[src/rtl/cassette_tape_frame_encoder_defines.svh]
// Assertion macros shared by the cassette tape frame encoder modules.
`ifndef CASSETTE_TAPE_FRAME_ENCODER_DEFINES_SVH
`define CASSETTE_TAPE_FRAME_ENCODER_DEFINES_SVH

// Same-cycle implication, checked outside reset.
`define CTF_ASSERT_IMPL(label, ante, cons) \
    label: assert property (@(posedge i_clk) disable iff (!i_rst_n) (ante) |-> (cons)) \
        else $error("ctf assertion failed");

// Next-cycle implication, checked outside reset.
`define CTF_ASSERT_NEXT(label, ante, cons) \
    label: assert property (@(posedge i_clk) disable iff (!i_rst_n) (ante) |=> (cons)) \
        else $error("ctf assertion failed");

`endif

[src/rtl/ctf_pkg.sv]
// Shared types and constants of the cassette tape frame encoder.
package ctf_pkg;

    typedef enum logic [2:0] {
        OP_DATA    = 3'd0,
        OP_HEADER  = 3'd1,
        OP_PROGRAM = 3'd2,
        OP_PARITY  = 3'd3,
        OP_LEADER  = 3'd4,
        OP_SILENCE = 3'd5
    } t_opcode;

    typedef enum logic [1:0] {
        JOB_FRAME   = 2'd0,
        JOB_LEADER  = 2'd1,
        JOB_SILENCE = 2'd2
    } t_job_kind;

    typedef struct packed {
        t_job_kind   kind;
        logic [7:0]  frame_byte;
        logic [14:0] samples;
    } t_job;

    typedef struct packed {
        logic full;
        logic empty;
    } t_q_status;

    localparam logic [7:0]  KEY_HDR_MC    = 8'h26;
    localparam logic [7:0]  KEY_HDR_BASIC = 8'h16;
    localparam logic [7:0]  KEY_PRG_MC    = 8'h27;
    localparam logic [7:0]  KEY_PRG_BASIC = 8'h17;

    localparam logic [15:0] PAT_ONE  = 16'hF0F0;
    localparam logic [15:0] PAT_ZERO = 16'hFF00;

    // ms*192/10 = (ms*96)/5; divide by 5 as multiply by ceil(2^20/5), exact below 2^18
    localparam int          RECIP_SHIFT = 20;
    localparam logic [17:0] RECIP_FIVE  = 18'd209716;

    localparam int          CELLS_PER_FRAME   = 11;
    localparam logic [3:0]  LAST_CELL         = 4'(CELLS_PER_FRAME - 1);
    localparam int          QUEUE_DEPTH_DEF   = 2;

endpackage

[src/rtl/ctf_front.sv]
// Front end: accepts opcodes, keeps the checksum and mode, builds queue jobs.
module ctf_front (
    input  logic               i_clk,
    input  logic               i_rst_n,
    input  logic               i_in_valid,
    output logic               o_in_stall,
    input  logic [2:0]         i_opcode,
    input  logic [7:0]         i_data_byte,
    input  logic [9:0]         i_silence_ms,
    input  logic               i_cfg_valid,
    output logic               o_cfg_ready,
    input  logic               i_cfg_data,
    input  ctf_pkg::t_q_status i_q_status,
    output logic               o_push,
    output ctf_pkg::t_job      o_job
);
    import ctf_pkg::*;

    logic        r_mode;
    logic [7:0]  r_sum;
    logic [7:0]  n_sum;
    logic        accept;
    logic        push_req;
    logic [16:0] ms_x96;
    logic [34:0] div_prod;
    t_job        job;

    assign o_in_stall  = i_q_status.full;
    assign o_cfg_ready = 1'b1;
    assign accept      = i_in_valid && !i_q_status.full;

    assign ms_x96   = {1'b0, i_silence_ms, 6'b0} + {2'b0, i_silence_ms, 5'b0};
    assign div_prod = {18'b0, ms_x96} * {17'b0, RECIP_FIVE};

    always_comb begin
        job      = '{kind: JOB_FRAME, frame_byte: 8'h00, samples: 15'd0};
        n_sum    = r_sum;
        push_req = 1'b1;
        unique case (i_opcode)
            OP_DATA: begin
                job.frame_byte = i_data_byte;
                n_sum          = r_sum + i_data_byte;
            end
            OP_HEADER: begin
                job.frame_byte = r_mode ? KEY_HDR_MC : KEY_HDR_BASIC;
                n_sum          = 8'h00;
            end
            OP_PROGRAM: begin
                job.frame_byte = r_mode ? KEY_PRG_MC : KEY_PRG_BASIC;
                n_sum          = 8'h00;
            end
            OP_PARITY: begin
                // negated checksum plus checksum wraps to zero
                job.frame_byte = 8'h00 - r_sum;
                n_sum          = 8'h00;
            end
            OP_LEADER: begin
                job.kind = JOB_LEADER;
            end
            OP_SILENCE: begin
                job.kind    = JOB_SILENCE;
                job.samples = div_prod[RECIP_SHIFT +: 15];
            end
            default: begin
                push_req = 1'b0;
            end
        endcase
    end

    assign o_push = accept && push_req;
    assign o_job  = job;

    always_ff @(posedge i_clk) begin
        if (!i_rst_n) begin
            r_mode <= 1'b1;
            r_sum  <= 8'h00;
        end else begin
            if (i_cfg_valid) begin
                r_mode <= i_cfg_data;
            end
            if (accept) begin
                r_sum <= n_sum;
            end
        end
    end

endmodule

[src/rtl/ctf_queue.sv]
// Short job queue between front end and cell serializer.
`include "cassette_tape_frame_encoder_defines.svh"

module ctf_queue #(
    parameter int DEPTH = ctf_pkg::QUEUE_DEPTH_DEF
) (
    input  logic               i_clk,
    input  logic               i_rst_n,
    input  logic               i_push,
    input  ctf_pkg::t_job      i_job,
    input  logic               i_pop,
    output ctf_pkg::t_job      o_head,
    output ctf_pkg::t_q_status o_status
);
    import ctf_pkg::*;

    localparam int PTR_W = (DEPTH > 1) ? $clog2(DEPTH) : 1;
    localparam int CNT_W = $clog2(DEPTH + 1);

    t_job             r_slots [DEPTH];
    logic [PTR_W-1:0] r_wr_ptr;
    logic [PTR_W-1:0] r_rd_ptr;
    logic [CNT_W-1:0] r_count;
    logic             do_push;
    logic             do_pop;

    assign o_status.full  = (r_count == CNT_W'(DEPTH));
    assign o_status.empty = (r_count == '0);
    assign o_head         = r_slots[r_rd_ptr];
    assign do_push        = i_push && !o_status.full;
    assign do_pop         = i_pop && !o_status.empty;

    function automatic logic [PTR_W-1:0] next_ptr(input logic [PTR_W-1:0] p);
        if (p == PTR_W'(DEPTH - 1)) begin
            return '0;
        end
        return p + 1'b1;
    endfunction

    always_ff @(posedge i_clk) begin
        if (do_push) begin
            r_slots[r_wr_ptr] <= i_job;
        end
    end

    always_ff @(posedge i_clk) begin
        if (!i_rst_n) begin
            r_wr_ptr <= '0;
            r_rd_ptr <= '0;
            r_count  <= '0;
        end else begin
            if (do_push) begin
                r_wr_ptr <= next_ptr(r_wr_ptr);
            end
            if (do_pop) begin
                r_rd_ptr <= next_ptr(r_rd_ptr);
            end
            unique case ({do_push, do_pop})
                2'b10:   r_count <= r_count + 1'b1;
                2'b01:   r_count <= r_count - 1'b1;
                default: r_count <= r_count;
            endcase
        end
    end

    `CTF_ASSERT_IMPL(a_no_push_full, i_push, !o_status.full)
    `CTF_ASSERT_IMPL(a_no_pop_empty, i_pop, !o_status.empty)
    `CTF_ASSERT_IMPL(a_count_bound, 1'b1, r_count <= CNT_W'(DEPTH))

endmodule

[src/rtl/ctf_back.sv]
// Back end: serializes queued jobs into bit cells and silence runs.
`include "cassette_tape_frame_encoder_defines.svh"

module ctf_back (
    input  logic               i_clk,
    input  logic               i_rst_n,
    input  ctf_pkg::t_job      i_head,
    input  ctf_pkg::t_q_status i_q_status,
    output logic               o_pop,
    output logic               o_out_valid,
    input  logic               i_out_stall,
    output logic               o_cell_kind,
    output logic [15:0]        o_cell_pattern,
    output logic [14:0]        o_silence_samples,
    output logic               o_last_of_run
);
    import ctf_pkg::*;

    logic [3:0]  r_cell;
    logic        r_out_valid;
    logic        r_kind;
    logic [15:0] r_pattern;
    logic [14:0] r_samples;
    logic        r_last;
    logic        load;
    logic        emit;
    logic        cell_last;
    logic        cell_bit;
    logic [2:0]  bit_idx;

    assign load    = !r_out_valid || !i_out_stall;
    assign emit    = load && !i_q_status.empty;
    assign bit_idx = 3'(r_cell - 4'd1);

    always_comb begin
        cell_last = 1'b1;
        cell_bit  = 1'b1;
        if (i_head.kind == JOB_FRAME) begin
            cell_last = (r_cell == LAST_CELL);
            if (r_cell == 4'd0) begin
                cell_bit = 1'b0;
            end else if (r_cell <= 4'd8) begin
                cell_bit = i_head.frame_byte[bit_idx];
            end
        end
    end

    assign o_pop = emit && cell_last;

    always_ff @(posedge i_clk) begin
        if (!i_rst_n) begin
            r_cell      <= 4'd0;
            r_out_valid <= 1'b0;
        end else begin
            if (load) begin
                r_out_valid <= !i_q_status.empty;
            end
            if (emit) begin
                r_cell <= cell_last ? 4'd0 : r_cell + 4'd1;
            end
        end
    end

    always_ff @(posedge i_clk) begin
        if (emit) begin
            r_last <= cell_last;
            if (i_head.kind == JOB_SILENCE) begin
                r_kind    <= 1'b1;
                r_pattern <= 16'h0000;
                r_samples <= i_head.samples;
            end else begin
                r_kind    <= 1'b0;
                r_pattern <= cell_bit ? PAT_ONE : PAT_ZERO;
                r_samples <= 15'd0;
            end
        end
    end

    assign o_out_valid       = r_out_valid;
    assign o_cell_kind       = r_kind;
    assign o_cell_pattern    = r_pattern;
    assign o_silence_samples = r_samples;
    assign o_last_of_run     = r_last;

    `CTF_ASSERT_IMPL(a_cell_bound, 1'b1, r_cell <= LAST_CELL)
    `CTF_ASSERT_IMPL(a_silence_last, r_out_valid && r_kind, r_last)
    `CTF_ASSERT_NEXT(a_pop_restarts, o_pop, r_cell == 4'd0)

endmodule

[src/rtl/cassette_tape_frame_encoder.sv]
// Top level of the cassette tape frame encoder.
// Turns a stream of tape opcodes into Kansas City style bit cells of 16 samples
// (a one is 0xF0F0, two short cycles; a zero is 0xFF00, one long cycle, bit 15
// played first) and mid-level silence runs. Data, header key, program key and
// parity opcodes each give eleven cells: start 0, eight data bits LSB first,
// two stop 1s, the last flagged by o_last_of_run. Key opcodes send 0x26/0x27
// (machine code mode, the reset value) or 0x16/0x17 and clear the checksum;
// parity sends the negated checksum. Leader gives one 1 cell, silence gives one
// run of ms*192/10 samples. Opcodes six and seven are taken and dropped.
// Rate: the cell serializer emits one cell per cycle while the output is not
// stalled and a job is queued. The front end takes the next opcode in the cycle
// after the last one while a queue of QUEUE_DEPTH jobs has room, so the
// serializer runs without gaps; an accepted job is registered in a queue slot
// and then in the output register. Write the mode register only while idle.
module cassette_tape_frame_encoder #(
    parameter int QUEUE_DEPTH = ctf_pkg::QUEUE_DEPTH_DEF
) (
    input  logic        i_clk,
    input  logic        i_rst_n,
    // input words
    input  logic        i_in_valid,
    output logic        o_in_stall,
    input  logic [2:0]  i_opcode,
    input  logic [7:0]  i_data_byte,
    input  logic [9:0]  i_silence_ms,
    // result words
    output logic        o_out_valid,
    input  logic        i_out_stall,
    output logic        o_cell_kind,
    output logic [15:0] o_cell_pattern,
    output logic [14:0] o_silence_samples,
    output logic        o_last_of_run,
    // mode register write
    input  logic        i_cfg_valid,
    output logic        o_cfg_ready,
    input  logic        i_cfg_data
);
    import ctf_pkg::*;

    logic      push;
    logic      pop;
    t_job      push_job;
    t_job      head_job;
    t_q_status q_status;

    // classify opcodes, hold checksum and mode
    ctf_front u_front (
        .i_clk       (i_clk),
        .i_rst_n     (i_rst_n),
        .i_in_valid  (i_in_valid),
        .o_in_stall  (o_in_stall),
        .i_opcode    (i_opcode),
        .i_data_byte (i_data_byte),
        .i_silence_ms(i_silence_ms),
        .i_cfg_valid (i_cfg_valid),
        .o_cfg_ready (o_cfg_ready),
        .i_cfg_data  (i_cfg_data),
        .i_q_status  (q_status),
        .o_push      (push),
        .o_job       (push_job)
    );

    // decouple the two sides
    ctf_queue #(
        .DEPTH(QUEUE_DEPTH)
    ) u_queue (
        .i_clk   (i_clk),
        .i_rst_n (i_rst_n),
        .i_push  (push),
        .i_job   (push_job),
        .i_pop   (pop),
        .o_head  (head_job),
        .o_status(q_status)
    );

    // advance one cell per free output slot while a job is queued
    ctf_back u_back (
        .i_clk            (i_clk),
        .i_rst_n          (i_rst_n),
        .i_head           (head_job),
        .i_q_status       (q_status),
        .o_pop            (pop),
        .o_out_valid      (o_out_valid),
        .i_out_stall      (i_out_stall),
        .o_cell_kind      (o_cell_kind),
        .o_cell_pattern   (o_cell_pattern),
        .o_silence_samples(o_silence_samples),
        .o_last_of_run    (o_last_of_run)
    );

endmodule
[config.mk]
export PLATFORM = sky130hd
export DESIGN_NAME = cassette_tape_frame_encoder
export DESIGN_NICKNAME = d
export VERILOG_FILES = /design/src/rtl/ctf_pkg.sv /design/src/rtl/ctf_front.sv /design/src/rtl/ctf_queue.sv /design/src/rtl/ctf_back.sv /design/src/rtl/cassette_tape_frame_encoder.sv
export VERILOG_INCLUDE_DIRS = /design/src /design/src/rtl
export SDC_FILE = /design/constraint.sdc
export NUM_CORES = 1
export LEC_CHECK = 0
export BUFFER_PORTS_ARGS = -buffer_cell sky130_fd_sc_hd__buf_2
export CAP_MARGIN = 15
export CORE_ASPECT_RATIO = 1.75
export CORE_MARGIN = 2
export CORE_UTILIZATION = 60
export CTS_CLUSTER_SIZE = 25
export DETAILED_ROUTE_END_ITERATION = 8
export PLACE_DENSITY = 0.8
export REMOVE_ABC_BUFFERS = 1
export SYNTH_ARGS = -nofsm -noshare
export SYNTH_HDL_FRONTEND = slang
export SYNTH_SLANG_ARGS = --single-unit
[constraint.sdc]
create_clock -name i_clk -period 17.25 [get_ports i_clk]
set_input_delay 1.725 -clock i_clk [delete_from_list [all_inputs] [get_ports i_clk]]
set_output_delay 1.725 -clock i_clk [all_outputs]
set_load 0.005 [all_outputs]
Yosys cells after proc, flatten, opt, wreduce, memory -nomap -nowiden
Memories as Yosys holds them, arrays and structs flattened. A register that Yosys moved wholly into a read port is not among the register bits. Cells that the tools add are included.

Register bits after elaboration: 51. Bits in writable memories: 50. Output and inout bits: 36. Logic and storage cells: 85. Memories kept: 1.

Memories: u_queue.r_slots (depth 2, bits a word 25, rd ports 1, clocked after memory_dff 1, write ports 1, line ctf_queue.sv:20) `t_job r_slots [DEPTH];`.

$add $sub $neg: 9. Multipliers: 1. Order comparisons: 2. Equality and inequality tests: 10. Muxes and demuxes: 31. Reductions and logical operators: 20.

Operators with widths (number): 17-bit by 16-bit multiplier with 33-bit output, second input constant (1); 8-bit case mux with 4 select lines (1); 1-bit 2-to-1 mux (21); 16-bit by 15-bit adder with 17-bit output (1); 8-bit case mux with 2 select lines (1); 15-bit 2-to-1 mux (1); 12-bit 2-to-1 mux (1); 6-bit 2-to-1 mux (2); 8-bit adder (1); 2-bit case mux with 2 select lines (2); 1-bit by 8-bit subtractor with 8-bit output, first input constant (1); 2-bit equality test, second input constant (3); 3-bit by 2-bit equality test with 1-bit output, second input constant (2); 3-bit equality test, second input constant (2); 1-bit logical AND (6); 6-bit OR reduction (1); 4-bit by 1-bit adder with 4-bit output, second input constant (1); 4-bit equality test, second input constant (1); 4-bit <= comparator, second input constant (1); 1-bit logical NOT (4); 2-bit logical NOT (2); 4-bit logical NOT (1); 3-bit by 4-bit less-than comparator with 1-bit output, second input constant (1); 4-bit 2-to-1 mux (1); 12 further kinds (14).

Depth between registers and ports, before layout
Depth in word-level cells: 10. Depth in mapped cells: 25. Gate-level depth less buffers: 24.

By module
From an unflattened synthesis, not the netlist that was laid out.

Cells, all modules: 853. Area total of the unflattened synthesis: 8582.0 sq um.

By module, submodules not included: ctf_front (instances 1, cells an instance 647, area each 5303.8 sq um, sequential area each 180.2 sq um); ctf_queue (instances 1, cells an instance 104, area each 2034.5 sq um, sequential area each 1601.5 sq um); ctf_back (instances 1, cells an instance 102, area each 1243.7 sq um, sequential area each 700.7 sq um).

Worst setup path after synthesis
Ideal clock, no wire load.

Kind: input-to-reg. From: input port i_silence_ms[0]. To: memory u_queue.r_slots[0][14] (netlist bit), data pin. Setup time: 270 ps. Data arrival time: 7520 ps. Data required time: 16980 ps. Slack: 9460 ps. Stages on the path: 25. Path buffers: 1. Cells stage by stage: ha_1 > fa_1 > a21oi_1 > o211ai_1 > o22a_2 > xor2_2 > inv_1 > ha_1 > inv_1 > fa_1 > inv_1 > fa_1 > inv_1 > fa_1 > inv_1 > ha_1 > ha_1 > ha_1 > buf_6 > a21o_1 > a211oi_4 > a21oi_1 > o41a_1 > a21oi_1 > nor3b_2.

RTL lines: start: declaration (line cassette_tape_frame_encoder.sv:25) `input logic [9:0] i_silence_ms,`; end: declaration (line ctf_queue.sv:20).

==> summary.txt <==
Yosys
  – Seq cells post-synth: 89
  – Mux share of post-synthesis cell area: just over 4%
  – Share of synthesized cell area in full adder, half adder and majority cells: between 30% and 40%
  – Number of unique standard cell types used by synthesis: 73
  – Simple-Gate Fraction of Synth Area: 10.4%
  – Post-synthesis instance total: 816
  – Share of the synthesized netlist area taken by xor and xnor gates: 3.91%
  – Most used DFF post-synth: edfxtp_1
  – Count of flip-flops with a built-in enable after synthesis: 70
  – Count of yosys warnings during synthesis: 0
  – Compound-gate portion of the synthesized area: between 10% and 20%
  – Sequential fraction of the synthesis area: approximately 29%
  – Mean instance size in the synthesized netlist: roughly 10 um^2
  – Dominant combinational cell family by area after synthesis: adder cells
  – Mapped Area: about 0.0085 mm^2
  – Async set-or-reset flop fraction in the synthesized netlist: 0%

Clocking
  – Root buffer cell: clkbuf_16
  – Buffers from clock root to sink, at most: 2
  – Post-cts hold buffer count: 0
  – Clk slew on worst S/H paths: 0.07 ns
  – Sinks on Clock Net: between 80 and 90
  – Setup repair bufs after CTS: 0
  – Clock Latency Late Sink: 0.34 ns
  – TritonCTS clock tree: done
  – Number of buffers inserted during clock tree synthesis: 9
  – Post-cts repair resize count: 0
  – Maximum level of the CTS H-tree: 3

Global route
  – Initial antenna violation count: 0
  – Maximum number of pins on one net before global-route repair: 26
  – Global-route wire length before repair: roughly 29 mm
  – Peak-usage layer in the global routing report: met2
  – Overall routing resource usage: between 20% and 30%
  – Met1 track utilization from global routing: between 20% and 30%
  – Global routing met2 resource utilization: between 40% and 50%
  – Aggregate global routing overflow: 0
  – Met3 track demand over resource in global routing: 2.29%
  – Number of global-route vias before repair: 6295

STA
  – Final clock period utilization by the worst path: around half
  – Hold Fails Final Rpt: 0
  – Final worst path period need: between 8 and 9 ns
  – Setup repair after global routing missed its margin: no
  – Maximum clock frequency: 120 MHz
  – Final number of max-transition violations: 0
  – Headroom to the max-slew limit: about 36%
  – Transition time at the pin with the least slew margin: around 0.96 ns
  – Clock Skew: 0.00994 ns
  – Total negative setup slack: 0 ns
  – Final number of setup-violating endpoints: 0

Floorplan
  – Chip Width: ~94 um
  – Initial cell density of the core: between 60% and 70%
  – Total Die Area: 0.0151 mm^2
  – Standard cell core area: 0.0138 mm^2
  – Top-level port count: 63
  – Die Y: about 160 um
  – Number of placement rows: 57

Drt
  – Number of iterations in the first detailed-routing pass: 5
  – DR WL/cell: 16.9 um
  – Overall via count from detail_route: between 5000 and 6000
  – DRT iter0 DRCs: around 330
  – Residual antenna-violating net count after detailed routing: 0
  – Remaining design rule violation count: 0
  – Vias per inst: between 5 and 6
  – DRT Wirelength: between 15 and 20 mm

Final layout
  – Most common cell after layout, fill and taps aside: inv_1
  – Most frequent cells in the layout: inv_1, ha_1, edfxtp_1, buf_2, fa_1
  – Share of layout cells above drive strength 1: about an eighth
  – Antenna Cells: 0
  – Post-layout net count: ~1100
  – Growth of design area from synthesis to finish: 7.96%

Placement
  – Routability Congestion: about 1
  – DP Wirelength: ~15 mm
  – Quantity of I/O buffers inserted on ports: 57

Min path
  – Type of the tightest min-delay check: reg2reg

Flow run
  – Maxcap violations: 0

Critical path
  – Capturing element type of the critical path: register
  – Crit path kind: in2reg
  – Delay of the slowest critical-path stage: between 0.5 and 0.6 ns
  – Critical Path Source Type: input pin
  – Cell with the biggest individual delay on the critical path: fa_1
  – Data required time at the worst endpoint: around 17 ns
  – Critical-path maximum fanout: 7
  – Arrival time at the worst endpoint: 8.46 ns

Outcome
  – Status: completed
## worst paths after layout
check	to	slack, ns	startpoint	cells past startpoint
min	u_back.o_out_valid$_SDFFE_PN0N_	0.48	u_back.o_out_valid$_SDFFE_PN0N_	2
max reg2reg	u_queue.r_count[1]$_SDFFE_PN0P_	14.76	register	8
max	u_queue.r_slots[1][13]$_DFFE_PP_	8.93	i_silence_ms[0]	25
min reg2reg	u_back.o_out_valid$_SDFFE_PN0N_	0.48	u_back.o_out_valid$_SDFFE_PN0N_	2
## worst max-delay path: cells and delay by family
kind                       cells  cell delay, ns
adders and majority gates      9            3.79
AOI/OAI and AO/OA              5            1.28
buffers and inverters          6            0.54
and+or+nand+nor                5            1.11
## synth_stat cells (all sizes together), types with 7 or more instances
master | instances | area [um^2]
a21o | 14 | 106
a21oi | 26 | 130
buf | 21 | 149
clkbuf | 13 | 50.0
dfxtp | 19 | 380
edfxtp | 70 | 2100
fa | 54 | 1080
ha | 135 | 1690
inv | 140 | 526
mux2i | 25 | 250
nand2 | 31 | 116
nand3 | 19 | 95.1
nand4 | 12 | 75.1
nor2 | 48 | 180
nor2b | 7 | 43.8
nor3 | 16 | 80.1
o211ai | 7 | 52.6
o21a | 10 | 75.1
o21ai | 14 | 73.8
xnor2 | 23 | 201
xor2 | 13 | 129
## state kept, by name, indices dropped and copies added, names as in the netlist, named ones only
signal,count
u_front.r_mode,1
u_back.o_out_valid,1
u_back.o_cell_pattern,3
u_queue.r_slots,50
u_back.r_cell,4
u_queue.r_count,2
u_queue.r_wr_ptr,1
u_back.o_last_of_run,1
u_back.o_silence_samples,15
u_queue.r_rd_ptr,1
u_front.r_sum,8
u_back.o_cell_kind,1
## layer usage
layer,part of all wire (%),vias up
met2,56,176
met3,2.7,51
met5,0,-
met4,6.7,0
li1,-,2890
met1,35,2810
## logic make-up (layout without fill, tap and decap cells)
kind of cell	after synthesis	count (layout)
adder cells (fa/ha/maj)	189	189
buffers and inverters	174	218
other	2	5
AND/OR/NAND/NOR	171	171
multiplexers	29	29
XOR/XNOR	36	36
AO/OA/AOI/OAI	126	126
flip-flops	89	89
## area by class of cell
type                            instances  area (um^2)
Inverter                              140          526
Tap cell                              177          221
Clock buffer                           11          275
Clock inverter                          5         32.5
Multi-Input combinational cell        556         5270
Sequential cell                        89         2480
Timing Repair Buffer                   62          323
Fill cell                            1095         4710
## per-stage QoR
stage	util (%)	worst slack (ns)	hold WS, ns	instance area [um^2]	instances
floorplan	-	9.48	0.455	8270	785
global placement	63.8	8.79	0.474	8820	1024
detailed placement	63.8	8.71	0.481	8820	1024
CTS	66.0	8.98	0.490	9130	1040
global route	66.0	8.53	0.526	9130	1040
finish	66.0	8.93	0.484	9130	1040
Power is left out: the tool's default activity adds up to more than one toggle a clock period on the data nets, which glitch-free logic cannot reach.
